`config.mk`:
```
export PLATFORM = sky130hd
export DESIGN_NAME = esp_window
export DESIGN_NICKNAME = d
export VERILOG_FILES = /design/src/sv/esp_pkg.sv /design/src/sv/esp_window.sv
export VERILOG_INCLUDE_DIRS = /design/src /design/src/sv
export SDC_FILE = /design/constraint.sdc
export NUM_CORES = 1
export LEC_CHECK = 0
export BUFFER_PORTS_ARGS = -buffer_cell sky130_fd_sc_hd__buf_4
export CAP_MARGIN = 10
export CORE_MARGIN = 2
export CORE_UTILIZATION = 60
export CTS_CLUSTER_DIAMETER = 30
export DETAILED_ROUTE_END_ITERATION = 10
export PLACE_DENSITY = 0.9
export RECOVER_POWER = 25
export SLEW_MARGIN = 20
export SYNTH_ARGS = -nofsm -noshare
export SYNTH_HDL_FRONTEND = slang
export SYNTH_SLANG_ARGS = --single-unit
```
`constraint.sdc`:
```
create_clock -name clk -period 15.95 [get_ports clk]
set_clock_uncertainty 0.1 [all_clocks]
set_input_delay 3.19 -clock clk [delete_from_list [all_inputs] [get_ports clk]]
set_output_delay 3.19 -clock clk [all_outputs]
set_load 0.01 [all_outputs]
```
`src/sv/encoder_speed_pi_controller_defines.svh`:
```
// Assertion macros shared by the encoder speed controller modules.
`ifndef ENCODER_SPEED_PI_CONTROLLER_DEFINES_SVH
`define ENCODER_SPEED_PI_CONTROLLER_DEFINES_SVH

`ifndef SYNTHESIS
// Same-cycle implication, checked out of reset.
`define ESP_ASSERT_IMP(lbl, clk, rst, ante, cons) \
  lbl: assert property (@(posedge clk) disable iff (rst) (ante) |-> (cons)) \
    else $error("esp assertion failed");
// Next-cycle implication, checked out of reset.
`define ESP_ASSERT_NXT(lbl, clk, rst, ante, cons) \
  lbl: assert property (@(posedge clk) disable iff (rst) (ante) |=> (cons)) \
    else $error("esp assertion failed");
`else
`define ESP_ASSERT_IMP(lbl, clk, rst, ante, cons)
`define ESP_ASSERT_NXT(lbl, clk, rst, ante, cons)
`endif

`endif

```
`src/sv/esp_pkg.sv`:
```
`timescale 1ns / 1ps

package esp_pkg;

  // Configuration register indexes
  localparam logic [2:0] RegWindowTicks    = 3'd0;
  localparam logic [2:0] RegSpeedScale     = 3'd1;
  localparam logic [2:0] RegSpeedCommand   = 3'd2;
  localparam logic [2:0] RegPropGain       = 3'd3;
  localparam logic [2:0] RegIntegralGainDt = 3'd4;
  localparam logic [2:0] RegPwmLimit       = 3'd5;

  // P and I clamp, 255.0 in Q16.16
  localparam int unsigned ClampQ16 = 255 * 65536;

  typedef struct packed {
    logic [7:0]         window_ticks;
    logic [15:0]        speed_scale;
    logic signed [31:0] speed_command;
    logic [15:0]        prop_gain;
    logic [23:0]        integral_gain_dt;
    logic [7:0]         pwm_limit;
  } esp_cfg_t;

  localparam esp_cfg_t CfgReset = '{
    window_ticks:     8'd100,
    speed_scale:      16'd766,
    speed_command:    32'sd32768,
    prop_gain:        16'd51200,
    integral_gain_dt: 24'd0,
    pwm_limit:        8'd200
  };

endpackage

```
`src/sv/esp_window.sv`:
```
`timescale 1ns / 1ps
`include "encoder_speed_pi_controller_defines.svh"

module esp_window (
  input  logic                clk,
  input  logic                rst,
  input  logic                in_valid,
  output logic                in_stall,
  input  logic                encoder_level,
  input  esp_pkg::esp_cfg_t   cfg,
  output logic                spd_valid,
  output logic [23:0]         speed,
  input  logic                spd_take
);

  logic       previous_level;
  logic [7:0] tick_count;
  logic [7:0] edge_count;
  logic [7:0] tick_base;
  logic [7:0] edge_base;
  logic [7:0] tick_count_next;
  logic [7:0] edge_count_next;
  logic       window_end;
  logic       slot_free;
  logic       accept;

  // Take a request whenever the speed slot is empty or draining
  assign slot_free  = !spd_valid || spd_take;
  assign in_stall   = !slot_free;
  assign accept     = in_valid && slot_free;
  assign window_end = tick_count >= cfg.window_ticks;

  // Restart counts at a window end; this tick's edge opens the new window
  always_comb begin
    tick_base       = window_end ? 8'd0 : tick_count;
    edge_base       = window_end ? 8'd0 : edge_count;
    tick_count_next = (tick_base != 8'hFF) ? tick_base + 8'd1 : tick_base;
    edge_count_next = edge_base;
    if (encoder_level != previous_level && edge_base != 8'hFF) begin
      edge_count_next = edge_base + 8'd1;
    end
  end

  // Advance counters and the speed slot
  always_ff @(posedge clk) begin
    if (rst) begin
      previous_level <= 1'b0;
      tick_count     <= 8'd0;
      edge_count     <= 8'd0;
      spd_valid      <= 1'b0;
    end else begin
      if (spd_take) begin
        spd_valid <= 1'b0;
      end
      if (accept) begin
        previous_level <= encoder_level;
        tick_count     <= tick_count_next;
        edge_count     <= edge_count_next;
        if (window_end) begin
          spd_valid <= 1'b1;
        end
      end
    end
  end

  // Speed over the finished window
  always_ff @(posedge clk) begin
    if (accept && window_end) begin
      speed <= 24'(edge_count) * 24'(cfg.speed_scale);
    end
  end

  `ESP_ASSERT_IMP(a_edge_le_tick, clk, rst, 1'b1, edge_count <= tick_count)
  `ESP_ASSERT_NXT(a_window_load, clk, rst, accept && window_end, spd_valid)
  `ESP_ASSERT_NXT(a_speed_hold, clk, rst, spd_valid && !spd_take, $stable(speed))

endmodule

```
### Word-level counts from Yosys, hierarchy flattened

Cells that the tools add are included.

* register bits: 42
* bits of input ports: 109
* word-level logic and storage cells: 25

* add/sub/neg operators: 2
* $mul: 1
* order comparisons: 1
* eq/ne operators: 3
* muxes and demuxes: 7
* reduce and logical (&&, ||, !) cells: 6

Operator list (count)
* 8-bit 2-to-1 mux: 4
* 8-bit by 16-bit multiplier with 24-bit output: 1
* 8-bit by 1-bit adder with 8-bit output, second input constant: 2
* 8-bit != test, second input constant: 2
* 8-bit greater-or-equal comparator: 1
* 1-bit logical AND: 3
* 1-bit 2-to-1 mux: 3
* 1-bit zero test: 2
* 1-bit logical OR: 1
* 1-bit != test: 1

### Depth between registers and ports, before layout

* depth in word-level cells: 5
* mapped depth: 19
* depth with buffers taken out: 16

### Least setup slack after synthesis

OpenSTA, ideal clock, no wires.

* kind: input-to-reg
* from: input port cfg[80] (netlist name)
* to: register speed[22] (data pin)
* setup time: 0.260 ns
* data arrival time: 6.961 ns
* required time: 15.590 ns
* setup slack: 8.629 ns
* cell stages on the path: 15
* path through: nand2_1 -> fa_1 -> fa_1 -> inv_1 -> fa_1 -> inv_1 -> fa_1 -> inv_1 -> ha_1 -> a21o_1 -> a21oi_1 -> nor3b_1 -> o31ai_1 -> a221oi_2 -> xnor2_1

* longest elaborated chain between the ends: 1

RTL lines
* start, declared: line esp_window.sv:10 `input esp_pkg::esp_cfg_t cfg,`
* 8-bit by 16-bit multiplier with 24-bit output: line esp_window.sv:69 `speed <= 24'(edge_count) * 24'(cfg.speed_scale);`
* end signal, assigned: line esp_window.sv:69
* end, declared: line esp_window.sv:12 `output logic [23:0] speed,`

No other way between the ends.
A chain may end at the register's enable or synchronous reset.

### Worst setup path in the final report

Ends and elaborated chain as after synthesis.

==> impl_metrics.csv <==
group,metric,value,unit
synthesis,yosys.area.top_type,"fa_1",
floorplanning,rows,36,
sta,setup_viol,0,
cts,clock_sinks,42,
global_routing,overflow,0,
worst_hold_path,holdPathStages,2,
power,power_frac_seq,51.0,%
worst_setup_path,arrival,7.93,ns
detailed_routing,route.detailed.wl_per_inst,15.4,µm
worst_hold_path,worstHoldStart,"tick_count[0]",
worst_setup_path,crit_path_end_kind,"register",
power,p_switching,0.0000672,W
detailed_routing,dr.pass1.iters,5,
cts,post_cts_buffers,0,
cts,cts_buffer_depth,2,
cells_and_area,nNetsFinal,950,
synthesis,synth-seq-area-share,17.8,%
detailed_routing,ant_nets,0,
global_routing,grt_use_met3,3.49,%
worst_setup_path,reg2reg_from,"edge_count[4]",
cts,clockRootBuffer,"clkbuf_8",
cts,ctsHtreeMaxLevel,2,
cells_and_area,postLayoutCoreUtil,66.9,%
worst_setup_path,worst-r2r-cell-count,15,
sta,worst_slack,7.99,ns
synthesis,syn_inst,664,
worst_setup_path,r2r-end,"speed[22]",
synthesis,synth-async-reset-ratio,0,%
synthesis,syn_nets,911,
synthesis,synth_top_cell_area_share,27.6,%
synthesis,yosysWarnings,0,
synthesis,ys_types,51,
worst_setup_path,critPathKind,"in -> reg",
power,p_int,0.000163,W
detailed_routing,viasPerCell,5.75,
sta,period_minus_slack,7.96,ns
power,ir_drop,0.0000290,V
placement,numPortBuffers,54,
synthesis,synth_area_leaders,"fa_1 28%, edfxtp_1 12%, and2_1 11%",
global_routing,grt_max_degree,26,
placement,pre_cts_slack,7.87,ns
sta,tns,0,ns
status,status,"completed",
cts,clkTransAtPathRegs,0.09,ns
sta,final-hold-violation-count,0,
global_routing,antenna_found_initial,0,
cts,ctsResizeCount,0,
power,pwr-share-comb,17.5,%
global_routing,grt_pass1_vias,5012,
power,power.leakage,3.31,nW
floorplanning,die_x,105,µm
worst_hold_path,hold_end,"tick_count[0]",
global_routing,grt-busiest-layer,"met2",
power,pwr-share-clk,31.5,%
cells_and_area,antenna_cells,0,
floorplanning,core,9820,µm²
synthesis,synth_top_flop_cell,"edfxtp_1",
detailed_routing,num_vias,4813,
synthesis,synth.avg_cell_area,9.16,µm²
floorplanning,start_util,61.9,%
placement,dpl.hpwl,10100,µm
worst_setup_path,r2r_slack,10.29,ns
placement,place_congestion,0.864,
synthesis,ys_ff_latch,42,
cells_and_area,drive_gt1_share,6.96,%
power,p_per_area,35.0,nW/µm²
worst_hold_path,hold_path.class,"reg -> reg",
cells_and_area,area_growth,8.08,%
global_routing,grtUsageMet2,44.0,%
worst_setup_path,startpoint_type,"input pin",
sta,maxClockFrequency,0.126,GHz
synthesis,syn_area,6080,µm²
cts,holdBufCountCts,0,
cts,clk_latency,0.32,ns
worst_setup_path,required,15.92,ns
global_routing,grt_pass1_wl,22400,µm
global_routing,use_met1,31.0,%
floorplanning,fp.dieH,105,µm
detailed_routing,drt_wl_total,12900,µm
sta,timing.max_slew.rel_slack,44.9,%
sta,worstMarginPinSlew,0.826,ns
worst_setup_path,crit_fanout,8,
sta,drv_slew,0,
cts,cts_tree,"done",
sta,period_share,49.9,%
power,sw_frac_of_total,29.2,%
floorplanning,ios,135,
detailed_routing,drc_errors,0,
cts,numCtsBuffers,5,
global_routing,grt_usage,25.2,%
sta,rsz0062_at_grt,"no",
floorplanning,dieArea,11000,µm²
flow_run,cap_violations,0,
detailed_routing,drt_iter0_drc,383,
synthesis,synth_edf_count,24,
[sequential cells by signal, summed over array words and instances, names as in the netlist]
register	flops
previous_level	1
edge_count	8
speed	24
spd_valid	1
tick_count	8
[per-stage QoR]
stage | std cells | total power, W | hold WS [ns] | cell area [µm²]
2_1_floorplan | 664 | 0.000143 | 0.354 | 6080
3_3_place_gp | 829 | 0.000157 | 0.369 | 6570
3_5_place_dp | 829 | 0.000160 | 0.387 | 6570
4_1_cts | 837 | 0.000230 | 0.399 | 6650
5_1_grt | 837 | 0.000240 | 0.436 | 6570
6_report | 837 | 0.000230 | 0.398 | 6570
[kinds of logic after synthesis]
kind of cell / after synthesis / synth area share [%]
flops: 42 / 17.8
compound gates: 106 / 11.9
xor+xnor: 21 / 3.02
buf+inv: 140 / 8.83
simple gates: 217 / 19.7
fa+ha+maj: 138 / 38.8
[worst max-delay path, stage by stage]
cell and delay [ns]:
clkbuf_1 0.26, nand2_1 0.13, fa_1 0.55, fa_1 0.55, inv_1 0.06, fa_1 0.53, inv_1 0.06, fa_1 0.54
inv_1 0.05, ha_1 0.34, a21o_1 0.20, a21oi_1 0.34, nor3b_1 0.52, o31ai_1 0.24, a221oi_2 0.27, xnor2_1 0.10
[cell type report]
type | instances | area [µm²]
Clock inverter | 2 | 13.8
Multi-Input combinational cell | 482 | 4470
Clock buffer | 6 | 72.6
Inverter | 117 | 439
Fill cell | 797 | 3250
Tap cell | 133 | 166
Timing Repair Buffer | 55 | 334
Sequential cell | 42 | 1080
[worst max path at each step]
stage | slack, ns | cells past startpoint | to | from
CTS | 8.20 | 16 | speed[22] | cfg[80]
detailed placement | 7.87 | 16 | speed[22] | cfg[80]
finish | 7.99 | 16 | speed[22] | cfg[80]
global placement | 7.99 | 16 | speed[22] | cfg[80]
global route | 7.81 | 16 | speed[22] | cfg[80]
floorplan | 8.63 | 15 | speed[22] | cfg[80]
[cell usage after synthesis, types with 3 or more instances]
cell and count:
nand3b_1 3, o31ai_1 3, ha_1 54, nand2_1 47, nor2_1 13, or3_1 3, and3_1 6, a21oi_1 32
clkbuf_1 21, inv_1 117, o211ai_1 7, xnor2_1 15, o21a_1 3, fa_1 84, o21ai_0 14, o211a_1 3
nand2b_1 5, dfxtp_1 18, xor2_1 6, nor3_1 9, a21o_1 13, nand3_1 10, edfxtp_1 24, and2_1 110
a211oi_1 8
[power groups by stage]
stage	registers, W	clock network, W	logic, W
after global placement	0.000120	0	0.0000375
final	0.000117	0.0000724	0.0000402
after detailed placement	0.000120	0	0.0000399
after CTS	0.000117	0.0000730	0.0000401
after global routing	0.000118	0.0000774	0.0000450
after floorplan	0.000118	0	0.0000251
[placed cells by master (no fill, tap or decap), drive strengths merged, types with 15 or more instances in the layout]
cell,synthesis,layout
ha,54,54
nand2,47,47
inv,117,117
edfxtp,24,24
fa,84,84
buf,2,33
a21oi,34,34
xnor2,15,15
o21ai,15,15
clkbuf,21,28
dfxtp,18,18
and2,110,110
[metal layers]
layer  vias to the layer above  share of wire (%)
li1                       2221                  -
met1                      2387                 39
met2                       170                 51
met3                        35                5.8
met4                         0                3.6
met5                         -                  0
Power figures use the tool's default switching activity.
